**config.mk**
```make
export PLATFORM = sky130hd
export DESIGN_NAME = hrvs_div_cell
export DESIGN_NICKNAME = d
export VERILOG_FILES = /design/src/hw/rtl/hrvs_pkg.sv /design/src/hw/rtl/hrvs_div_cell.sv
export SDC_FILE = /design/constraint.sdc
export NUM_CORES = 1
export LEC_CHECK = 0
export ABC_AREA = 1
export ABC_CLOCK_PERIOD_IN_PS = 850
export BUFFER_PORTS_ARGS = -buffer_cell sky130_fd_sc_hd__buf_2
export CAP_MARGIN = 20
export CORE_ASPECT_RATIO = 1.1
export CORE_MARGIN = 1.5
export CORE_UTILIZATION = 35
export CTS_CLUSTER_DIAMETER = 120
export CTS_CLUSTER_SIZE = 25
export DETAILED_ROUTE_END_ITERATION = 10
export PLACE_DENSITY_LB_ADDON = 0.15
export SYNTH_ARGS = -nofsm -noshare
export SYNTH_HDL_FRONTEND = slang
export SYNTH_SLANG_ARGS = --single-unit
```
**constraint.sdc**
```tcl
create_clock -name clk -period 0.85 [get_ports clk]
set_clock_uncertainty 0.2 [all_clocks]
set_input_delay 0.0425 -clock clk [delete_from_list [all_inputs] [get_ports clk]]
set_output_delay 0.0425 -clock clk [all_outputs]
set_load 0.05 [all_outputs]
```
**src/hw/rtl/hrvs_pkg.sv**
```systemverilog
// ----------------------------------------------------------------------------
// hrvs_pkg
// Shared types, constants and the arctangent table for the heading-relative
// velocity step pipeline.
// ----------------------------------------------------------------------------
package hrvs_pkg;

    // Defaults for the top-level parameters
    localparam int ANGLE_BITS_DEF    = 16;
    localparam int ROTATE_STAGES_DEF = 16;
    localparam int MAX_STAGES        = 24;

    // First Q4.28 squared length that counts as movement (0.01)
    localparam logic [31:0] MOVE_THRESH = 32'd2684355;
    // CORDIC gain compensation, Q0.32
    localparam logic [31:0] GAIN_INV    = 32'h9B74EDA9;

    // Datapath widths
    localparam int SQ_REM_W = 36;
    localparam int ROT_W    = 34;
    localparam int RES_W    = 33;

    // atan(2^-i) in 2^32 units per turn
    localparam logic [31:0] ATAN_TURN32 [MAX_STAGES] = '{
        32'h20000000, 32'h12E4051E, 32'h09FB385B, 32'h051111D4,
        32'h028B0D43, 32'h0145D7E1, 32'h00A2F61E, 32'h00517C55,
        32'h0028BE53, 32'h00145F2F, 32'h000A2F98, 32'h000517CC,
        32'h00028BE6, 32'h000145F3, 32'h0000A2FA, 32'h0000517D,
        32'h000028BE, 32'h0000145F, 32'h00000A30, 32'h00000518,
        32'h0000028C, 32'h00000146, 32'h000000A3, 32'h00000051
    };

    // Table entry rounded half up to the angle precision
    function automatic logic [31:0] atan_quant(int idx, int angle_bits);
        logic [32:0] e;
        int          s;
        s = 32 - angle_bits;
        e = {1'b0, ATAN_TURN32[idx]} + (33'd1 << (s - 1));
        e = (e >> s) << s;
        return e[31:0];
    endfunction

    // Input item
    typedef struct packed {
        logic signed [15:0] strafe_in;
        logic signed [15:0] forward_in;
        logic        [15:0] speed_in;
        logic        [15:0] heading_in;
    } in_item_t;

    // Result item
    typedef struct packed {
        logic signed [15:0] x_velocity_delta;
        logic signed [15:0] z_velocity_delta;
        logic               moved_flag;
    } out_item_t;

    // Sideband that rides along the root and divide chains
    typedef struct packed {
        logic        sign_x;
        logic        sign_z;
        logic [31:0] phase;
        logic        moved;
    } side_t;

    // Square-root cell payload
    typedef struct packed {
        side_t                 side;
        logic [30:0]           px;
        logic [30:0]           pz;
        logic [31:0]           rad;
        logic [SQ_REM_W-1:0]   rem;
        logic [31:0]           root;
    } sqrt_pl_t;

    // Divider cell payload, two lanes sharing one divisor
    typedef struct packed {
        side_t       side;
        logic [31:0] r;
        logic [31:0] rem_x;
        logic [31:0] nq_x;
        logic [31:0] rem_z;
        logic [31:0] nq_z;
    } div_pl_t;

    // Rotation cell payload
    typedef struct packed {
        logic signed [ROT_W-1:0] x;
        logic signed [ROT_W-1:0] z;
        logic signed [RES_W-1:0] res;
        logic                    moved;
    } rot_pl_t;

endpackage

```
**src/hw/rtl/hrvs_div_cell.sv**
```systemverilog
// ----------------------------------------------------------------------------
// hrvs_div_cell
// One restoring-division step for both lanes: one quotient bit each, shared
// divisor, registered.
// ----------------------------------------------------------------------------
module hrvs_div_cell (
    input  logic              clk,
    input  logic              rst_n,
    input  logic              en,
    input  logic              up_valid,
    input  hrvs_pkg::div_pl_t up,
    output logic              dn_valid,
    output hrvs_pkg::div_pl_t dn
);
    import hrvs_pkg::*;

    logic        dn_valid_reg;
    div_pl_t     dn_reg;
    div_pl_t     dn_next;
    logic [32:0] tx;
    logic [32:0] tz;
    logic        bx;
    logic        bz;

    // Shift in the next numerator bit, compare against the divisor
    always_comb
    begin
        tx = {up.rem_x, up.nq_x[31]};
        tz = {up.rem_z, up.nq_z[31]};
        bx = (tx >= {1'b0, up.r});
        bz = (tz >= {1'b0, up.r});
        dn_next = up;
        dn_next.rem_x = bx ? 32'(tx - {1'b0, up.r}) : tx[31:0];
        dn_next.rem_z = bz ? 32'(tz - {1'b0, up.r}) : tz[31:0];
        dn_next.nq_x  = {up.nq_x[30:0], bx};
        dn_next.nq_z  = {up.nq_z[30:0], bz};
    end

    always_ff @(posedge clk or negedge rst_n)
    begin
        if (!rst_n)
            dn_valid_reg <= 1'b0;
        else if (en)
            dn_valid_reg <= up_valid;
    end

    always_ff @(posedge clk)
    begin
        if (en)
            dn_reg <= dn_next;
    end

    assign dn_valid = dn_valid_reg;
    assign dn       = dn_reg;

endmodule

```
==> metrics.txt <==
metal2 WL=29190 um; CP arrival=1.67 ns; max cap viols=0; DR WL/cell=18.73 um; synthesized cell area=0.01205 mm^2; WS Path Type=in -> reg; Net Count, Synth=1756; Pre-Repair DR Iteration Count=5; initial antenna violation count=2; Chip Width=179.9 um; Yosys reg bits=196; most frequent cells in the layout=nand2_1, buf_4, inv_1; core area=~0.034 mm^2; gr ovfl total=0; CTS tree=built; clk slew on worst S/H paths=0.08 ns; Critical path destination=dn[45]; via count=approximately 14000; Setup TNS Final=-135.44 ns; violated checks=negative hold slack, negative setup slack; maximum VDD drop=1368 uV; hold-critical path depth=1; port buffer count=394; DR top layer=met5; Setup crit start kind=primary input; status=finished, violations left; R2R Setup Slk=-0.13 ns; DRC viols=0; metal3 WL=2529 um; Req. time, crit path=0.89 ns; Hold Slack=-0.3463 ns; relative slew slack=0.8135; DRT iter0 DRCs=736; clk buf depth=2; CP startpoint=up[148]; area grow syn2layout=103.2%; later-pin clock latency in the skew report=about 0.47 ns; clk sinks=196; CTS Buf Count=17; root buffer cell=clkbuf_16; initial core utilization=0.3542; Final nets=2673; Tightest Pin Transition=about 0.28 ns; part of the cycle the worst path needs=1.921; Fill cells=2416; RSZ-0062 raised after global routing=yes; ANT nets after route=0; Die Area=0.03556 mm^2; site row count=71; P per Cell Area=1525 mW/mm^2; Leak=0.01171 uW; Hold WC Path Type=in -> reg; synth warn=0; Slew Limit Fails=0; Via density=4.771; worst r2r src=dn_valid; synthesized instance count=1491; commonest non-fill, non-tap cell in the layout=nand2_1; Largest register FFs=195; worst r2r path cells=1; Setup crit end kind=register; Final Total Pwr=37360 uW; RR Endpoint=dn_valid; # setup viols final=264; GP Congestion=0.9130; io pins=slightly below 400; sequential area share after synthesis=0.4880; largest net degree at the start of global routing=31; DIE HEIGHT=197.6 um; placed cell area=about 0.018 mm^2; fmax=612.4 MHz; Distinct cells, synth=33; share of cells above drive strength 1=0.5266; synthesized area per cell=8.083 um^2; Tmin final=about 1.6 ns; finished layout cell area=0.02449 mm^2; first-pass GRT wire length=between 70000 and 80000 um; Routed met1 length=about 20000 um; post-DP HPWL=36390 um; Final WS setup=-0.7830 ns; final WL=53550 um; gr usage total=0.2784; Hold Vio Cnt, Final=199; vias in the first global route=between 10000 and 15000; Critical Path Fanout Max=8; CTS HTree Levels=4
-- synth_stat cells --
library cell | n | area (um^2)
nor3_2 | 1 | 10.01
nand3_1 | 117 | 585.6
o21ai_0 | 3 | 15.01
nand2_1 | 583 | 2188
fa_1 | 2 | 40.04
nor3_4 | 1 | 16.27
inv_1 | 271 | 1017
xor2_1 | 26 | 227.7
a21o_1 | 1 | 7.510
edfxtp_1 | 195 | 5856
dfrtp_1 | 1 | 25.02
nand4_1 | 4 | 25.02
o21bai_1 | 3 | 22.52
nor3_1 | 15 | 75.07
nand3b_4 | 1 | 20.02
ha_1 | 64 | 800.8
xnor2_1 | 2 | 17.52
and2_1 | 9 | 56.30
nor2_4 | 1 | 11.26
nor2_1 | 82 | 307.8
nor2_2 | 5 | 31.28
inv_2 | 11 | 41.29
buf_2 | 13 | 65.06
buf_8 | 3 | 45.04
and3_1 | 1 | 6.260
nand2_8 | 1 | 20.02
nand2_2 | 7 | 43.79
a21oi_1 | 37 | 185.2
nand2_4 | 3 | 33.78
nand3b_1 | 12 | 90.09
mux2_2 | 1 | 11.26
buf_6 | 3 | 33.78
nand3_2 | 12 | 120.1
-- worst max-delay path: stages --
cell and delay (ns):
buf_8 0.11, inv_8 0.06, ha_4 0.23, nand2_2 0.07
nand2_1 0.06, inv_1 0.08, nand2_2 0.07, nand2_2 0.06
nand2_2 0.06, nand2_2 0.07, nand3_2 0.09, nor2_4 0.15
buf_12 0.16, buf_8 0.11, nand2_8 0.10, nand2_1 0.09
nand2_1 0.05
-- metal layers --
layer,track usage,up-vias
li1,-,6559
met1,0.2998,6472
met2,0.5356,489
met3,0.04535,121
met4,0.1173,4
met5,0,-
-- per-stage QoR --
step	util	setup WS, ns	std cells
finish	0.7197	-0.7830	2860
global route	0.7197	-0.8561	2859
CTS	0.6650	-0.7315	2836
detailed placement	0.5167	-1.461	2557
global placement	0.5167	-1.468	2557
floorplan	-	-0.9721	1491
-- kinds of logic after synthesis --
logic type | synth area share
AND/OR/NAND/NOR | 0.3021
buffers and inverters | 0.09977
flip-flops | 0.4880
adder cells (fa/ha/maj) | 0.06977
AO/OA/AOI/OAI | 0.01910
XOR/XNOR | 0.02035
multiplexers | 0.0009343
-- power by group --
part / switching, uW / internal (uW) / total (uW)
clock: 4080 / 3820 / 7900
sequential: 646 / 11900 / 12500
combinational: 9300 / 7630 / 16900
total: 14000 / 23300 / 37400
-- timing repair --
action,in CTS,in global routing
setup endpoints to repair,263,265
hold endpoints to repair,390,201
resized for setup,509,607
setup buffers,56,20
pin swaps,111,107
hold buffers,181,2
cloned,11,6
-- worst min path at each step --
| stage | from | to |
|---|---|---|
| floorplan | rst_n | dn_valid |
| global placement | rst_n | dn_valid |
| detailed placement | rst_n | dn_valid |
| CTS | up[158] | dn[158] |
| global route | en | dn[118] |
| finish | en | dn[118] |
-- layout make-up --
cell class | count | area [um^2] | area share
antenna | 1 | 2.502 | 0.0001022
timing repair buffer | 912 | 8897 | 0.3633
inverter | 282 | 1216 | 0.04966
clock inverter | 15 | 125.1 | 0.005109
clock buffer | 17 | 425.4 | 0.01737
tap | 438 | 548.0 | 0.02238
multi-input combinational | 999 | 7393 | 0.3019
sequential | 196 | 5881 | 0.2401
(Power assumes the default switching activity.)
