## config.mk

```make
export PLATFORM = sky130hd
export DESIGN_NAME = hrvs_sqrt_cell
export DESIGN_NICKNAME = d
export VERILOG_FILES = /design/src/hw/rtl/hrvs_pkg.sv /design/src/hw/rtl/hrvs_sqrt_cell.sv
export SDC_FILE = /design/constraint.sdc
export NUM_CORES = 1
export LEC_CHECK = 0
export ABC_CLOCK_PERIOD_IN_PS = 1500
export BUFFER_PORTS_ARGS = -buffer_cell sky130_fd_sc_hd__buf_2
export CAP_MARGIN = 20
export CORE_UTILIZATION = 30
export CTS_BUF_LIST = sky130_fd_sc_hd__clkbuf_8 sky130_fd_sc_hd__clkbuf_16
export CTS_CLUSTER_DIAMETER = 40
export CTS_CLUSTER_SIZE = 30
export DETAILED_ROUTE_END_ITERATION = 6
export PLACE_DENSITY_LB_ADDON = 0.15
export SLEW_MARGIN = 20
export SYNTH_ARGS = -nofsm -noshare
export SYNTH_HDL_FRONTEND = slang
export SYNTH_SLANG_ARGS = --single-unit
```

## constraint.sdc

```tcl
create_clock -name clk -period 1.5 [get_ports clk]
set_input_delay 0.15 -clock clk [delete_from_list [all_inputs] [get_ports clk]]
set_output_delay 0.15 -clock clk [all_outputs]
set_load 0.03 [all_outputs]
```

## src/hw/rtl/hrvs_pkg.sv

```systemverilog
// ----------------------------------------------------------------------------
// hrvs_pkg
// Shared types, constants and the arctangent table for the heading-relative
// velocity step pipeline.
// ----------------------------------------------------------------------------
package hrvs_pkg;

    // Defaults for the top-level parameters
    localparam int ANGLE_BITS_DEF    = 16;
    localparam int ROTATE_STAGES_DEF = 16;
    localparam int MAX_STAGES        = 24;

    // First Q4.28 squared length that counts as movement (0.01)
    localparam logic [31:0] MOVE_THRESH = 32'd2684355;
    // CORDIC gain compensation, Q0.32
    localparam logic [31:0] GAIN_INV    = 32'h9B74EDA9;

    // Datapath widths
    localparam int SQ_REM_W = 36;
    localparam int ROT_W    = 34;
    localparam int RES_W    = 33;

    // atan(2^-i) in 2^32 units per turn
    localparam logic [31:0] ATAN_TURN32 [MAX_STAGES] = '{
        32'h20000000, 32'h12E4051E, 32'h09FB385B, 32'h051111D4,
        32'h028B0D43, 32'h0145D7E1, 32'h00A2F61E, 32'h00517C55,
        32'h0028BE53, 32'h00145F2F, 32'h000A2F98, 32'h000517CC,
        32'h00028BE6, 32'h000145F3, 32'h0000A2FA, 32'h0000517D,
        32'h000028BE, 32'h0000145F, 32'h00000A30, 32'h00000518,
        32'h0000028C, 32'h00000146, 32'h000000A3, 32'h00000051
    };

    // Table entry rounded half up to the angle precision
    function automatic logic [31:0] atan_quant(int idx, int angle_bits);
        logic [32:0] e;
        int          s;
        s = 32 - angle_bits;
        e = {1'b0, ATAN_TURN32[idx]} + (33'd1 << (s - 1));
        e = (e >> s) << s;
        return e[31:0];
    endfunction

    // Input item
    typedef struct packed {
        logic signed [15:0] strafe_in;
        logic signed [15:0] forward_in;
        logic        [15:0] speed_in;
        logic        [15:0] heading_in;
    } in_item_t;

    // Result item
    typedef struct packed {
        logic signed [15:0] x_velocity_delta;
        logic signed [15:0] z_velocity_delta;
        logic               moved_flag;
    } out_item_t;

    // Sideband that rides along the root and divide chains
    typedef struct packed {
        logic        sign_x;
        logic        sign_z;
        logic [31:0] phase;
        logic        moved;
    } side_t;

    // Square-root cell payload
    typedef struct packed {
        side_t                 side;
        logic [30:0]           px;
        logic [30:0]           pz;
        logic [31:0]           rad;
        logic [SQ_REM_W-1:0]   rem;
        logic [31:0]           root;
    } sqrt_pl_t;

    // Divider cell payload, two lanes sharing one divisor
    typedef struct packed {
        side_t       side;
        logic [31:0] r;
        logic [31:0] rem_x;
        logic [31:0] nq_x;
        logic [31:0] rem_z;
        logic [31:0] nq_z;
    } div_pl_t;

    // Rotation cell payload
    typedef struct packed {
        logic signed [ROT_W-1:0] x;
        logic signed [ROT_W-1:0] z;
        logic signed [RES_W-1:0] res;
        logic                    moved;
    } rot_pl_t;

endpackage

```

## src/hw/rtl/hrvs_sqrt_cell.sv

```systemverilog
// ----------------------------------------------------------------------------
// hrvs_sqrt_cell
// One step of a digit-by-digit square root: two radicand bits in, one root
// bit out, registered.
// ----------------------------------------------------------------------------
module hrvs_sqrt_cell (
    input  logic               clk,
    input  logic               rst_n,
    input  logic               en,
    input  logic               up_valid,
    input  hrvs_pkg::sqrt_pl_t up,
    output logic               dn_valid,
    output hrvs_pkg::sqrt_pl_t dn
);
    import hrvs_pkg::*;

    logic                dn_valid_reg;
    sqrt_pl_t            dn_reg;
    sqrt_pl_t            dn_next;
    logic [SQ_REM_W-1:0] shifted;
    logic [SQ_REM_W-1:0] trial;

    // Trial subtract of (4*root + 1)
    always_comb
    begin
        shifted = {up.rem[SQ_REM_W-3:0], up.rad[31:30]};
        trial   = {{(SQ_REM_W-34){1'b0}}, up.root, 2'b01};
        dn_next = up;
        dn_next.rad = {up.rad[29:0], 2'b00};
        if (shifted >= trial)
        begin
            dn_next.rem  = shifted - trial;
            dn_next.root = {up.root[30:0], 1'b1};
        end
        else
        begin
            dn_next.rem  = shifted;
            dn_next.root = {up.root[30:0], 1'b0};
        end
    end

    always_ff @(posedge clk or negedge rst_n)
    begin
        if (!rst_n)
            dn_valid_reg <= 1'b0;
        else if (en)
            dn_valid_reg <= up_valid;
    end

    always_ff @(posedge clk)
    begin
        if (en)
            dn_reg <= dn_next;
    end

    assign dn_valid = dn_valid_reg;
    assign dn       = dn_reg;

endmodule

```

==> results.sh <==
export IMPL_core_area_sq_um=27900
export IMPL_fill_cells=2445
export IMPL_clock_sinks=196
export IMPL_clock_fmax_mhz=482
export IMPL_hpwlAfterDp_um=21100
export IMPL_ys_warnings_count=0
export IMPL_hold_viol=0
export IMPL_synth_edff_count=195
export IMPL_path_cells="buf_2 > ha_4 > nand2_4 > nor4_4 > nand2_1 > nor3_4 > nor3b_4 > a21oi_4 > clkbuf_16 > mux2_4"
export IMPL_power_density_nw_per_um2=1030
export IMPL_initial_utilization_pct=30.7
export IMPL_cp_start_kind="input pin"
export IMPL_vias=7638
export IMPL_routed_wl_um=29200
export IMPL_largest_reg_flops=195
export IMPL_dr_pass1_iters=4
export IMPL_rsz0062_at_grt="yes"
export IMPL_routabilityCongestion=0.816
export IMPL_io_pins=399
export IMPL_netlist_area_sq_um=8580
export IMPL_grt_usage_pct=19.2
export IMPL_drtIter0Drc=293
export IMPL_end_kind="flop"
export IMPL_die_area_sq_um=29300
export IMPL_ys_seq_elements=196
export IMPL_cts_tree="done"
export IMPL_max_stage_delay_ns=0.35
export IMPL_nets=1572
export IMPL_drv_slew=0
export IMPL_path_class="input pin to flop"
export IMPL_drive_above_1_share_pct=57.2
export IMPL_grt_first_pass_wirelength_um=41600
export IMPL_h_tree_depth=4
export IMPL_grt_pass1_vias=7855
export IMPL_syn_mean_instance_area_sq_um=14.4
export IMPL_slew_headroom_pct=65.6
export IMPL_final_common_cell="buf_2"
export IMPL_synthCells=596
export IMPL_synth_top_flop_cell="edfxtp_1"
export IMPL_async_reset_ff_share_pct=0.510
export IMPL_hold_path_class="input pin to flop"
export IMPL_std_cell_rows=61
export IMPL_wl_per_cell_um=16.8
export IMPL_critical_path_top_delay_family="simple AND/OR/NAND/NOR gates"
export IMPL_setup_viol_count_final=37
export IMPL_status="finished with violations"
export IMPL_slowest_stage="nor4_4"
export IMPL_seq_area_sq_um=5880
export IMPL_period_share_pct=138
export IMPL_final_cell_mix="364 x buf_2, 195 x edfxtp_1, 167 x buf_4"
export IMPL_worstPathMaxFanout=6
export IMPL_power_static_leakage_uw=0.00676
export IMPL_cp_arrival_ns=2.27
export IMPL_path_buf_inv=2
export IMPL_worstPathRequired_ns=1.70
export IMPL_via_per_inst=4.40
export IMPL_fin_worst_skew_ns=0
export IMPL_area_growth_pct=83.5
export IMPL_die_w_um=171
export IMPL_drc_errors=0
export IMPL_synth_cell_type_count=66
export IMPL_die_h_um=171
export IMPL_grt_max_degree=50
export IMPL_grt_ovfl_total=0
export IMPL_violations="setup timing"
export IMPL_setup_slack_ns=-0.575
export IMPL_cap_violations=0
export IMPL_clockRootBuffer="clkbuf_16"
export IMPL_ant_nets=0
export IMPL_clock_latency_ns=0.43
export IMPL_multi_input_area_sq_um=3210
export IMPL_io_buffer_count=394
export IMPL_ir_drop_mv=0.580
export IMPL_hold_slack_ns=0.0226
export IMPL_antenna_found_initial=5
export IMPL_tightestPinTransition_ns=0.510
export IMPL_fin_tns_setup_ns=-17.61
export IMPL_yosysSeqAreaShare_pct=68.5
export IMPL_path_clk_slew_ns=0.08
export IMPL_clk_path_buf_depth=2
export IMPL_cts_buffers_inserted=17
export IMPL_fin_crit_ns=2.08
final cells by class:
cell class,instances,share of cell area (%)
Clock buffer,17,2.70
Multi-Input combinational cell,339,20.4
Inverter,39,1.09
Antenna cell,6,0.0953
Tap cell,378,3.00
Timing Repair Buffer,744,34.4
Clock inverter,15,1.03
Sequential cell,196,37.3
report_power, final:
| group | internal [uW] | total, uW | switching, uW |
|---|---|---|---|
| logic | 2190 | 4850 | 2660 |
| clock network | 2240 | 4610 | 2370 |
| registers | 6640 | 6780 | 136 |
| total | 11100 | 16200 | 5170 |
cells in the mapped netlist, types with 4 or more instances:
master	instances	area share, %
nand4_1	10	0.73
o21ai_0	22	1.3
xnor2_1	18	1.8
a21oi_2	9	0.92
ha_1	34	5.0
inv_1	39	1.7
a21o_1	7	0.61
xor2_1	14	1.4
nor2_1	40	1.7
nand2_1	31	1.4
nand2b_1	5	0.36
nand3_1	9	0.52
and3_1	4	0.29
mux2_4	7	1.2
o21ai_1	4	0.23
nor3_1	8	0.47
a21oi_1	50	2.9
o21bai_1	6	0.52
o211ai_1	5	0.44
buf_2	13	0.76
edfxtp_1	195	68
o21a_1	5	0.44
final timing paths:
check                          from        to  slack, ns  cells past startpoint
setup / recovery             up[49]    dn[40]      -0.58                     10
max in group asynchronous     rst_n  dn_valid       1.36                      2
min in group asynchronous     rst_n  dn_valid       0.05                      2
setup reg to reg           dn_valid  dn_valid       0.74                      1
hold reg to reg            dn_valid  dn_valid       0.54                      1
hold / removal               up[56]    dn[58]       0.02                      3
what timing repair did:
| item | CTS | global route |
|---|---|---|
| gates resized for setup | 143 | 72 |
| pin swaps | 30 | 47 |
| setup buffers | 23 | 10 |
| hold buffers | 161 | 0 |
| endpoints found under the hold margin | 161 | 0 |
| endpoints found under the setup margin | 37 | 37 |
| gates cloned | 3 | 1 |
stage by stage:
stage | power (uW) | utilization (%) | cell area [sq um] | setup slack, ns | std cells
after global placement | 10800 | 44.0 | 12300 | -1.21 | 1501
after floorplan | 9130 | - | 8750 | -0.729 | 597
final | 16200 | 56.4 | 15700 | -0.575 | 1734
after CTS | 16200 | 55.0 | 15400 | -0.570 | 1719
after detailed placement | 10800 | 44.0 | 12300 | -1.21 | 1501
after global routing | 16900 | 56.4 | 15700 | -0.651 | 1733
metal layers:
| metal | global-route usage (%) | vias to the layer above | wire, um |
|---|---|---|---|
| met3 | 5.16 | 37 | 1980 |
| met5 | 0 | - | 0 |
| li1 | - | 3716 | - |
| met4 | 6.29 | 0 | 573 |
| met1 | 19.5 | 3621 | 10500 |
| met2 | 37.2 | 264 | 16100 |
cells by family after synthesis:
family / after synthesis / synth area share (%)
AO/OA/AOI/OAI: 133 / 10.3
XOR/XNOR: 33 / 3.46
adder cells (fa/ha/maj): 34 / 4.96
buffers and inverters: 62 / 3.31
flip-flops: 196 / 68.5
multiplexers: 11 / 1.75
other: 1 / 0.0437
AND/OR/NAND/NOR: 126 / 7.68
Note: power is estimated with default switching activity, not from simulation.
