### src/hw/rtl/hrvs_pkg.sv
// ----------------------------------------------------------------------------
// hrvs_pkg
// Shared types, constants and the arctangent table for the heading-relative
// velocity step pipeline.
// ----------------------------------------------------------------------------
package hrvs_pkg;

    // Defaults for the top-level parameters
    localparam int ANGLE_BITS_DEF    = 16;
    localparam int ROTATE_STAGES_DEF = 16;
    localparam int MAX_STAGES        = 24;

    // First Q4.28 squared length that counts as movement (0.01)
    localparam logic [31:0] MOVE_THRESH = 32'd2684355;
    // CORDIC gain compensation, Q0.32
    localparam logic [31:0] GAIN_INV    = 32'h9B74EDA9;

    // Datapath widths
    localparam int SQ_REM_W = 36;
    localparam int ROT_W    = 34;
    localparam int RES_W    = 33;

    // atan(2^-i) in 2^32 units per turn
    localparam logic [31:0] ATAN_TURN32 [MAX_STAGES] = '{
        32'h20000000, 32'h12E4051E, 32'h09FB385B, 32'h051111D4,
        32'h028B0D43, 32'h0145D7E1, 32'h00A2F61E, 32'h00517C55,
        32'h0028BE53, 32'h00145F2F, 32'h000A2F98, 32'h000517CC,
        32'h00028BE6, 32'h000145F3, 32'h0000A2FA, 32'h0000517D,
        32'h000028BE, 32'h0000145F, 32'h00000A30, 32'h00000518,
        32'h0000028C, 32'h00000146, 32'h000000A3, 32'h00000051
    };

    // Table entry rounded half up to the angle precision
    function automatic logic [31:0] atan_quant(int idx, int angle_bits);
        logic [32:0] e;
        int          s;
        s = 32 - angle_bits;
        e = {1'b0, ATAN_TURN32[idx]} + (33'd1 << (s - 1));
        e = (e >> s) << s;
        return e[31:0];
    endfunction

    // Input item
    typedef struct packed {
        logic signed [15:0] strafe_in;
        logic signed [15:0] forward_in;
        logic        [15:0] speed_in;
        logic        [15:0] heading_in;
    } in_item_t;

    // Result item
    typedef struct packed {
        logic signed [15:0] x_velocity_delta;
        logic signed [15:0] z_velocity_delta;
        logic               moved_flag;
    } out_item_t;

    // Sideband that rides along the root and divide chains
    typedef struct packed {
        logic        sign_x;
        logic        sign_z;
        logic [31:0] phase;
        logic        moved;
    } side_t;

    // Square-root cell payload
    typedef struct packed {
        side_t                 side;
        logic [30:0]           px;
        logic [30:0]           pz;
        logic [31:0]           rad;
        logic [SQ_REM_W-1:0]   rem;
        logic [31:0]           root;
    } sqrt_pl_t;

    // Divider cell payload, two lanes sharing one divisor
    typedef struct packed {
        side_t       side;
        logic [31:0] r;
        logic [31:0] rem_x;
        logic [31:0] nq_x;
        logic [31:0] rem_z;
        logic [31:0] nq_z;
    } div_pl_t;

    // Rotation cell payload
    typedef struct packed {
        logic signed [ROT_W-1:0] x;
        logic signed [ROT_W-1:0] z;
        logic signed [RES_W-1:0] res;
        logic                    moved;
    } rot_pl_t;

endpackage

### src/hw/rtl/hrvs_cordic_cell.sv
// ----------------------------------------------------------------------------
// hrvs_cordic_cell
// One CORDIC rotation micro-step with a fixed shift and a fixed angle,
// registered.
// ----------------------------------------------------------------------------
module hrvs_cordic_cell #(
    parameter int IDX        = 0,
    parameter int ANGLE_BITS = hrvs_pkg::ANGLE_BITS_DEF
) (
    input  logic              clk,
    input  logic              rst_n,
    input  logic              en,
    input  logic              up_valid,
    input  hrvs_pkg::rot_pl_t up,
    output logic              dn_valid,
    output hrvs_pkg::rot_pl_t dn
);
    import hrvs_pkg::*;

    localparam logic [31:0] ANG = atan_quant(IDX, ANGLE_BITS);

    logic                    dn_valid_reg;
    rot_pl_t                 dn_reg;
    rot_pl_t                 dn_next;
    logic signed [ROT_W-1:0] dx;
    logic signed [ROT_W-1:0] dz;
    logic signed [RES_W-1:0] ang;

    // Rotate toward zero residual
    always_comb
    begin
        dx  = up.z >>> IDX;
        dz  = up.x >>> IDX;
        ang = $signed({1'b0, ANG});
        dn_next = up;
        if (!up.res[RES_W-1])
        begin
            dn_next.x   = up.x - dx;
            dn_next.z   = up.z + dz;
            dn_next.res = up.res - ang;
        end
        else
        begin
            dn_next.x   = up.x + dx;
            dn_next.z   = up.z - dz;
            dn_next.res = up.res + ang;
        end
    end

    always_ff @(posedge clk or negedge rst_n)
    begin
        if (!rst_n)
            dn_valid_reg <= 1'b0;
        else if (en)
            dn_valid_reg <= up_valid;
    end

    always_ff @(posedge clk)
    begin
        if (en)
            dn_reg <= dn_next;
    end

    assign dn_valid = dn_valid_reg;
    assign dn       = dn_reg;

endmodule

### config.mk
export PLATFORM = sky130hd
export DESIGN_NAME = hrvs_cordic_cell
export DESIGN_NICKNAME = d
export VERILOG_FILES = /design/src/hw/rtl/hrvs_pkg.sv /design/src/hw/rtl/hrvs_cordic_cell.sv
export SDC_FILE = /design/constraint.sdc
export NUM_CORES = 1
export LEC_CHECK = 0
export BUFFER_PORTS_ARGS = -buffer_cell sky130_fd_sc_hd__buf_4
export CAP_MARGIN = 20
export CORE_UTILIZATION = 45
export CTS_CLUSTER_DIAMETER = 50
export DETAILED_ROUTE_END_ITERATION = 7
export PLACE_DENSITY = 0.69
export REMOVE_ABC_BUFFERS = 1
export SETUP_SLACK_MARGIN = 0.5
export SYNTH_ARGS = -nofsm -noshare
export SYNTH_HDL_FRONTEND = slang
export SYNTH_SLANG_ARGS = --single-unit
### constraint.sdc
create_clock -name clk -period 1.9 [get_ports clk]
set_clock_uncertainty 0.2 [all_clocks]
set_input_delay 0.38 -clock clk [delete_from_list [all_inputs] [get_ports clk]]
set_output_delay 0.38 -clock clk [all_outputs]
set_load 0.005 [all_outputs]
==> implementation parameters, run 1 <==
Parameter                              Value

Outcome
  Run status    finished, violations left
  Failing checks    DRC, setup timing

Route
  Vias post-DR    between 10000 and 15000
  Wire length after detailed routing    48.7 mm
  Remaining antenna violation count    0
  Per-cell via count in the routed design    between 6 and 7
  Average wire length per cell after detail routing    between 20 and 30 um
  Initial drt markers    around 1700
  Final routed DRC violation total    12
  Detailed-routing iteration count for the pre-antenna-repair pass    8

Synth
  Ys Warns    0
  Number of flops mapped to enable cells by yosys    101
  Post-synthesis cell area    approximately 0.009 mm2
  FFs w/ async S/R, synth    0.00980
  Prevailing post-synth register cell    edfxtp_1
  Proportion of synthesized chip area in sequential cells    0.345
  Count of distinct cell types in the synthesized netlist    77
  Number of synthesized register bits    approximately 100
  Post-Synthesis Mean Instance Area    ~9.1 um2
  Instance count of the mapped netlist    about 980

Floorplanning
  Die H    ~140 um
  Initial cell density of the core    0.466
  Horizontal extent of the die    around 140 um
  Total Die Area    slightly above 0.02 mm2
  Core outline area    0.0190 mm2
  Number of ports placed on the die boundary    ~210
  Row count    50

Run
  Max cap viols    0

Global routing
  Number of antenna violations at the first check in global routing    3
  Global-route wire length before repair    54.3 mm
  Vias in the first global route    10246
  Leftover overflow at the end of global routing    0
  All-layer global routing usage    0.351
  Maximum number of pins on one net before global-route repair    47

Timing
  Crit share post-route    1.91
  Slew of the pin with the lowest slew margin    approximately 1.5 ns
  Shortest clock period the worst path allows after layout    3.64 ns
  Count of endpoints failing hold in the final timing report    0
  Maximum frequency from static timing analysis    275 MHz
  Final-report max-slew violation count    0
  RSZ-0062 raised after global routing    yes
  Final count of negative-setup-slack endpoints    60
  Final WS setup    -1.74 ns
  Worst slew slack as a fraction of its limit    0.0212
  Worst hold slack across all endpoints    about 0.0047 ns

Power
  Standby leakage power    between 0.007 and 0.008 uW
  VDD IR-drop max    a little over 500 uV
  Pwr/cell area    ~640 mW/mm2

Layout
  Number of flip-flops in the largest register    101
  Summed area of non-filler cells in the final layout    ~0.016 mm2
  Area growth from synthesis to layout    83.9%
  Share of post-route cells with drive strength above 1    0.536
  Total Nets Final    approximately 1800
  Filler cell count in the final layout    just under 1000
  Layout Utilization    0.857
  Sequential cell area in the final layout    slightly above 0.003 mm2
  Most common cell after layout, fill and taps aside    buf_4
  Area of the multi-input gates    between 0.006 and 0.007 mm2
  Highest-count cells in the layout ignoring fill and taps    436 x buf_4, 169 x buf_6, 101 x edfxtp_1

Clock tree
  Total clock buffers created by CTS    9
  Number of levels the H-tree was split into    3
  Clk buf depth    2
  Root Driver    clkbuf_16
  CTS clock-pin slew for the worst setup and hold paths    approximately 0.1 ns
  Clock tree from TritonCTS    built
  Clock insertion delay at the later pin of the skew report    0.37 ns
  Number of sinks handled by clock tree synthesis    just over 100

Setup path
  Longest individual stage delay on the worst path    approximately 0.55 ns
  Ordered list of cells on the worst path    buf_6, inv_1, ha_4, or3_4, o22a_1, o31a_1, a21bo_1, a221oi_4, nor2_1, a2111o_1, mux2_4, xnor2_1
  Data required time of the critical path    between 1.5 and 2 ns
  Critical Path Fanout Max    3
  Highest-delay cell along the critical path    a221oi_4
  WP data arrival    between 3 and 4 ns
  Critical path start-end classification    primary input to register
  Critical path startpoint category    primary input
  Type of element capturing the critical path    register
  Worst setup path start    up[74]
  RR Startpoint    dn_valid

Placement
  Post-placement cell area    about 0.013 mm2
  Half-perimeter wire length after placement    25.8 mm
  Routability-driven placement congestion ratio    ~1
  IO buf count    208
  Worst setup slack after placement    -1.86 ns

Worst hold path
  Tightest Hold Check Type    primary input to register
  Worst Hold Launch    up[29]
[area by class of cell]
cell class,instances,area share
multi-input cells,725,0.403
repair buffers,641,0.344
flip-flops and latches,102,0.188
inverters,107,0.0260
well taps,260,0.0200
clock buffers,9,0.0138
clock inverters,7,0.00499
diodes,1,0.000154
[metrics by stage]
stage / std cells / power, uW / TNS, ns
global route: 1851 / 10800 / -74.10
CTS: 1812 / 9250 / -45.45
detailed placement: 1751 / 6700 / -80.06
floorplan: 934 / 4540 / -52.07
global placement: 1751 / 6650 / -77.46
finish: 1852 / 10500 / -70.34
[path summary, 6_finish.rpt]
| path | to | cells past startpoint | slack, ns |
|---|---|---|---|
| setup / recovery | dn[67] | 12 | -1.74 |
| min in group asynchronous | dn_valid | 2 | 0.12 |
| setup reg to reg | dn_valid | 3 | 0.67 |
| max in group asynchronous | dn_valid | 2 | 1.30 |
| hold reg to reg | dn_valid | 3 | 0.55 |
| hold / removal | dn[29] | 1 | 0.005 |
[cells by family (layout without fill, tap and decap cells)]
| group | count (synthesis) | after routing | share of synthesized area |
|---|---|---|---|
| multiplexers | 15 | 15 | 0.0172 |
| buffers and inverters | 150 | 764 | 0.0645 |
| XOR/XNOR | 67 | 67 | 0.0662 |
| adder cells (fa/ha/maj) | 105 | 105 | 0.152 |
| other | 0 | 1 | 0 |
| AO/OA/AOI/OAI | 327 | 327 | 0.238 |
| flip-flops | 102 | 102 | 0.345 |
| AND/OR/NAND/NOR | 211 | 211 | 0.117 |
[worst max-delay path: cells and delay by family]
| kind | cells | cell delay (ns) |
|---|---|---|
| compound gates | 5 | 1.77 |
| simple gates | 2 | 0.48 |
| mux | 1 | 0.28 |
| buf+inv | 2 | 0.27 |
| fa+ha+maj | 1 | 0.24 |
| xor+xnor | 1 | 0.12 |
[Yosys cell counts (5+ instances only)]
| master | n | area share |
|---|---|---|
| o21a_1 | 5 | 0.0042 |
| nor4_1 | 6 | 0.0042 |
| a21o_1 | 13 | 0.011 |
| nand2b_1 | 13 | 0.0092 |
| a21oi_1 | 118 | 0.067 |
| or3_1 | 7 | 0.0049 |
| xor2_1 | 8 | 0.0079 |
| nand2_1 | 42 | 0.018 |
| nor3_1 | 22 | 0.012 |
| o21ai_1 | 7 | 0.0040 |
| a221oi_1 | 8 | 0.0079 |
| mux2i_1 | 13 | 0.015 |
| and4_1 | 5 | 0.0049 |
| o211ai_1 | 12 | 0.010 |
| ha_1 | 101 | 0.14 |
| nand3_1 | 14 | 0.0079 |
| nor2_1 | 64 | 0.027 |
| xnor2_1 | 59 | 0.058 |
| and2_1 | 6 | 0.0042 |
| o21ai_0 | 58 | 0.033 |
| clkbuf_1 | 24 | 0.010 |
| nor2b_1 | 13 | 0.0092 |
| edfxtp_1 | 101 | 0.34 |
| buf_1 | 14 | 0.0059 |
| nand4_1 | 6 | 0.0042 |
| o31ai_1 | 12 | 0.010 |
| a31oi_1 | 13 | 0.0092 |
| a22oi_1 | 6 | 0.0051 |
| a211oi_1 | 9 | 0.0076 |
| o2111ai_1 | 5 | 0.0049 |
| o21bai_1 | 17 | 0.014 |
| inv_1 | 105 | 0.044 |
[metal layers]
metal | wire length [um] | vias to the layer above | global-route usage
met5 | 189 | - | 0
met4 | 4560 | 8 | 0.147
met3 | 7250 | 419 | 0.0670
met2 | 20600 | 1094 | 0.592
met1 | 16000 | 5365 | 0.438
li1 | - | 4744 | -
[power breakdown]
group	internal, uW	total, uW	leakage (uW)	switching (uW)
logic	2680	5360	0.00615	2680
clock network	955	2050	0.000150	1090
registers	2900	3090	0.00100	191
[repair_timing]
action                                  in CTS  in global routing
setup buffers                               22                 36
pin swaps                                   82                118
endpoints found under the setup margin     170                170
hold buffers                                23                  3
endpoints found under the hold margin       23                  3
gates resized for setup                    267                224
Note: power is estimated with default switching activity, not from simulation.
==> run 2: changes to the inputs <==
Settings changed: CELL_PAD_IN_SITES_DETAIL_PLACEMENT set to 1, CELL_PAD_IN_SITES_GLOBAL_PLACEMENT set to 1, PLACE_DENSITY 0.69 to unset, PLACE_DENSITY_LB_ADDON set to 0.1, SKIP_CTS_REPAIR_TIMING set to 1.
==> run 2 against run 1 <==
Effect of this change: the flow now stops in 5_1_grt; synthesized cell count did not move; synthesized area stayed put.
==> implementation parameters, run 2 <==
Parameter                              Value

Floorplanning
  Horizontal extent of the die    approximately 140 um
  Die H    around 140 um
  Row count    50
  Number of ports placed on the die boundary    roughly 210
  Initial cell density of the core    0.466

Outcome
  Run status    aborted with a tool error
  Stage where the flow stopped    5_1_grt
  Error that stopped the run    [ERROR GRT-0232] Routing congestion too high. Check the congestion heatmap in the GUI.

Placement
  Half-perimeter wire length after placement    between 30 and 40 mm
  Placed Cells    1749
  Routability-driven placement congestion ratio    between 0.9 and 1
  IO buf count    208

Clock tree
  Number of levels the H-tree was split into    3
  Clk buf depth    2
  Root Driver    clkbuf_16
  Number of sinks handled by clock tree synthesis    102
  Total clock buffers created by CTS    9

Synth
  Proportion of synthesized chip area in sequential cells    0.345
  Prevailing post-synth register cell    edfxtp_1
  Cell type with the largest total area after synthesis    edfxtp_1
  FFs w/ async S/R, synth    0.00980
  Biggest area contributors in the synthesized netlist    edfxtp_1 34%, ha_1 14%, a21oi_1 6.7%
  Count of distinct cell types in the synthesized netlist    77
  Number of synthesized register bits    between 100 and 150
  Number of flops mapped to enable cells by yosys    between 100 and 150
  Ys Warns    0
  Instance count of the mapped netlist    ~1000
  Fraction of post-synthesis cell area in the top cell type by area    0.342
  Post-synthesis cell area    between 0.008 and 0.009 mm2
  Cell with the most instances after synthesis    a21oi_1
  Post-Synthesis Mean Instance Area    about 9.1 um2
  Cell types with the highest counts after synthesis    118 x a21oi_1, 105 x inv_1, 101 x edfxtp_1, 101 x ha_1, 64 x nor2_1

Global routing
  All-layer global routing usage    0.886
  Maximum number of pins on one net before global-route repair    32
  Leftover overflow at the end of global routing    780
-- run 2: cell counts after synthesis --
Identical to the previous run, type by type.
-- run 2: stage by stage --
stage                     setup WS (ns)  instance area [um2]
after CTS                         -1.90                13600
after detailed placement          -2.14                13300
after global placement            -1.70                13300
after floorplan                   -1.40                 8690
-- run 2: layer usage --
metal / GRT overflow / track usage
met1: 7 / 0.818
met2: 489 / 1.09
met3: 3 / 0.708
met4: 281 / 1.05
met5: 0 / 0.336
-- run 2: logic make-up after synthesis --
group,after synthesis,share of synthesized area
AO/OA/AOI/OAI,327,0.238
XOR/XNOR,67,0.0662
adder cells (fa/ha/maj),105,0.152
buffers and inverters,150,0.0645
flip-flops,102,0.345
multiplexers,15,0.0172
AND/OR/NAND/NOR,211,0.117
==> run 3: changes to the inputs <==
Settings changed: CELL_PAD_IN_SITES_DETAIL_PLACEMENT 1 to unset, CELL_PAD_IN_SITES_GLOBAL_PLACEMENT 1 to unset, CORE_UTILIZATION 45 to 30, CTS_CLUSTER_DIAMETER 50 to unset, PLACE_DENSITY_LB_ADDON 0.1 to 0.15, SETUP_SLACK_MARGIN 0.5 to unset.
==> run 3 against run 2 <==
Effect of this change: the flow now finishes, with violations (setup timing).
==> implementation parameters, run 3 (synthesis results as in run 1) <==
Parameter                              Value

Power
  VDD IR-drop max    about 420 uV
  Relative contribution of sequential cells to total power    0.319
  Internal power consumption    just over 6000 uW
  Part of the total power dissipated in combinational logic    0.480
  Final total power    between 9000 and 10000 uW
  Switching part of the total power    0.341
  Pwr/cell area    599 mW/mm2
  Share of power burned in the clock network    0.202
  Switching power total    about 3200 uW
  Standby leakage power    between 0.007 and 0.008 uW

Global routing
  Global-route wire length before repair    slightly below 50 mm
  Vias in the first global route    9059
  Number of antenna violations at the first check in global routing    1
  Leftover overflow at the end of global routing    0
  Maximum number of pins on one net before global-route repair    37
  All-layer global routing usage    0.210

Layout
  Summed area of non-filler cells in the final layout    ~0.016 mm2
  Total Nets Final    between 1500 and 2000
  Share of post-route cells with drive strength above 1    0.507
  Most common cell after layout, fill and taps aside    buf_4
  Number of antenna diodes    0
  Highest-count cells in the layout ignoring fill and taps    538 x buf_4, 101 x edfxtp_1, 93 x inv_1
  Area growth from synthesis to layout    76.9%
  Layout Utilization    0.543
  Number of flip-flops in the largest register    a little over 100

Setup path
  Data required time of the critical path    between 1.5 and 2 ns
  Critical Path Fanout Max    3
  Type of element capturing the critical path    register
  Worst-case reg-to-reg path depth    1
  Critical path startpoint category    primary input
  WP data arrival    3.12 ns
  Longest individual stage delay on the worst path    ~0.47 ns
  Highest-delay cell along the critical path    a2111oi_4
  Critical path start-end classification    primary input to register
  Ordered list of cells on the worst path    buf_6, ha_4, fa_2, nor2b_4, o311ai_2, buf_4, a21boi_4, a211o_1, a211oi_2, nor2_2, a2111oi_4, a221oi_2, xnor2_1

Route
  Average wire length per cell after detail routing    roughly 17 um
  Post-route met1 wirelength    between 15 and 20 mm
  Top layer reached by signal wires    met4
  Metal3 WL    1.23 mm
  Per-cell via count in the routed design    just under 5
  Metal2 WL    roughly 16 mm
  Initial drt markers    about 570
  Detailed-routing iteration count for the pre-antenna-repair pass    5
  Final routed DRC violation total    0
  Vias post-DR    ~9500
  Wire length after detailed routing    around 33 mm
  Remaining antenna violation count    0

Timing
  Maximum frequency from static timing analysis    between 300 and 400 MHz
  Worst slew slack as a fraction of its limit    0.666
  Count of endpoints failing hold in the final timing report    0
  Final WS setup    -1.29 ns
  Final count of negative-setup-slack endpoints    58
  Slew of the pin with the lowest slew margin    ~0.5 ns
  Crit share post-route    1.68
  Shortest clock period the worst path allows after layout    around 3.2 ns
  Final-report max-slew violation count    0
  RSZ-0062 raised after global routing    yes

Clock tree
  Clk buf depth    2
  Number of sinks handled by clock tree synthesis    slightly above 100
  CTS clock-pin slew for the worst setup and hold paths    about 0.09 ns
  Clock tree from TritonCTS    built
  Total clock buffers created by CTS    9
  Clock insertion delay at the later pin of the skew report    about 0.36 ns
  Number of levels the H-tree was split into    3
  Root Driver    clkbuf_16

Worst hold path
  Tightest Hold Check Type    primary input to register
  Number of stages on the worst hold path    1

Floorplanning
  Core outline area    roughly 0.029 mm2
  Horizontal extent of the die    around 170 um
  Number of ports placed on the die boundary    between 200 and 250
  Die H    about 170 um
  Initial cell density of the core    0.307
  Total Die Area    between 0.03 and 0.04 mm2
  Row count    62

Placement
  Post-placement cell area    about 0.013 mm2
  IO buf count    ~210
  Routability-driven placement congestion ratio    0.932
  Half-perimeter wire length after placement    26.7 mm

Outcome
  Run status    finished, violations left
  Failing checks    setup timing

Run
  Max cap viols    0
## run 3: routing by layer
layer,vias up,GRT usage
li1,4702,-
met1,4528,0.299
met2,235,0.338
met3,29,0.0257
met4,0,0.0468
met5,-,0
## run 3: through the flow
stage	setup TNS (ns)	worst slack, ns	std cells	hold slack [ns]
2_1_floorplan	-52.07	-1.40	934	-0.116
3_3_place_gp	-81.78	-1.94	1875	-0.0447
3_5_place_dp	-81.39	-1.93	1875	-0.0436
4_1_cts	-57.95	-1.57	1890	-0.441
5_1_grt	-51.86	-1.43	1951	0.00787
6_report	-46.28	-1.29	1951	0.0118
## run 3: final cells by class
class	instances	area (um2)
fillers	2734	13200
multi-input cells	725	6410
repair buffers	618	5010
flip-flops and latches	102	3060
well taps	384	480
inverters	107	424
clock buffers	9	225
clock inverters	6	51.3
## run 3: power groups by stage
stage	registers [uW]	clock network (uW)	logic, uW
CTS	2990	1960	3750
global route	3020	2010	4830
floorplan	3070	0	1470
detailed placement	3050	0	3730
global placement	3030	0	3730
finish	2990	1890	4500
## run 3: critical path: cells and delay by family
| family | cells | cell delay [ns] |
|---|---|---|
| buf+inv | 2 | 0.28 |
| fa+ha+maj | 2 | 0.52 |
| compound gates | 6 | 1.55 |
| xor+xnor | 1 | 0.15 |
| simple gates | 2 | 0.25 |
## run 3: final timing paths
| path | slack (ns) | from | end |
|---|---|---|---|
| min reg2reg | 0.35 | dn_valid | dn_valid |
| max | -1.29 | up[34] | dn[66] |
| min | 0.01 | up[12] | dn[12] |
| max in group asynchronous | 1.30 | rst_n | dn_valid |
| min in group asynchronous | 0.12 | rst_n | dn_valid |
| max reg2reg | 0.93 | dn_valid | dn_valid |
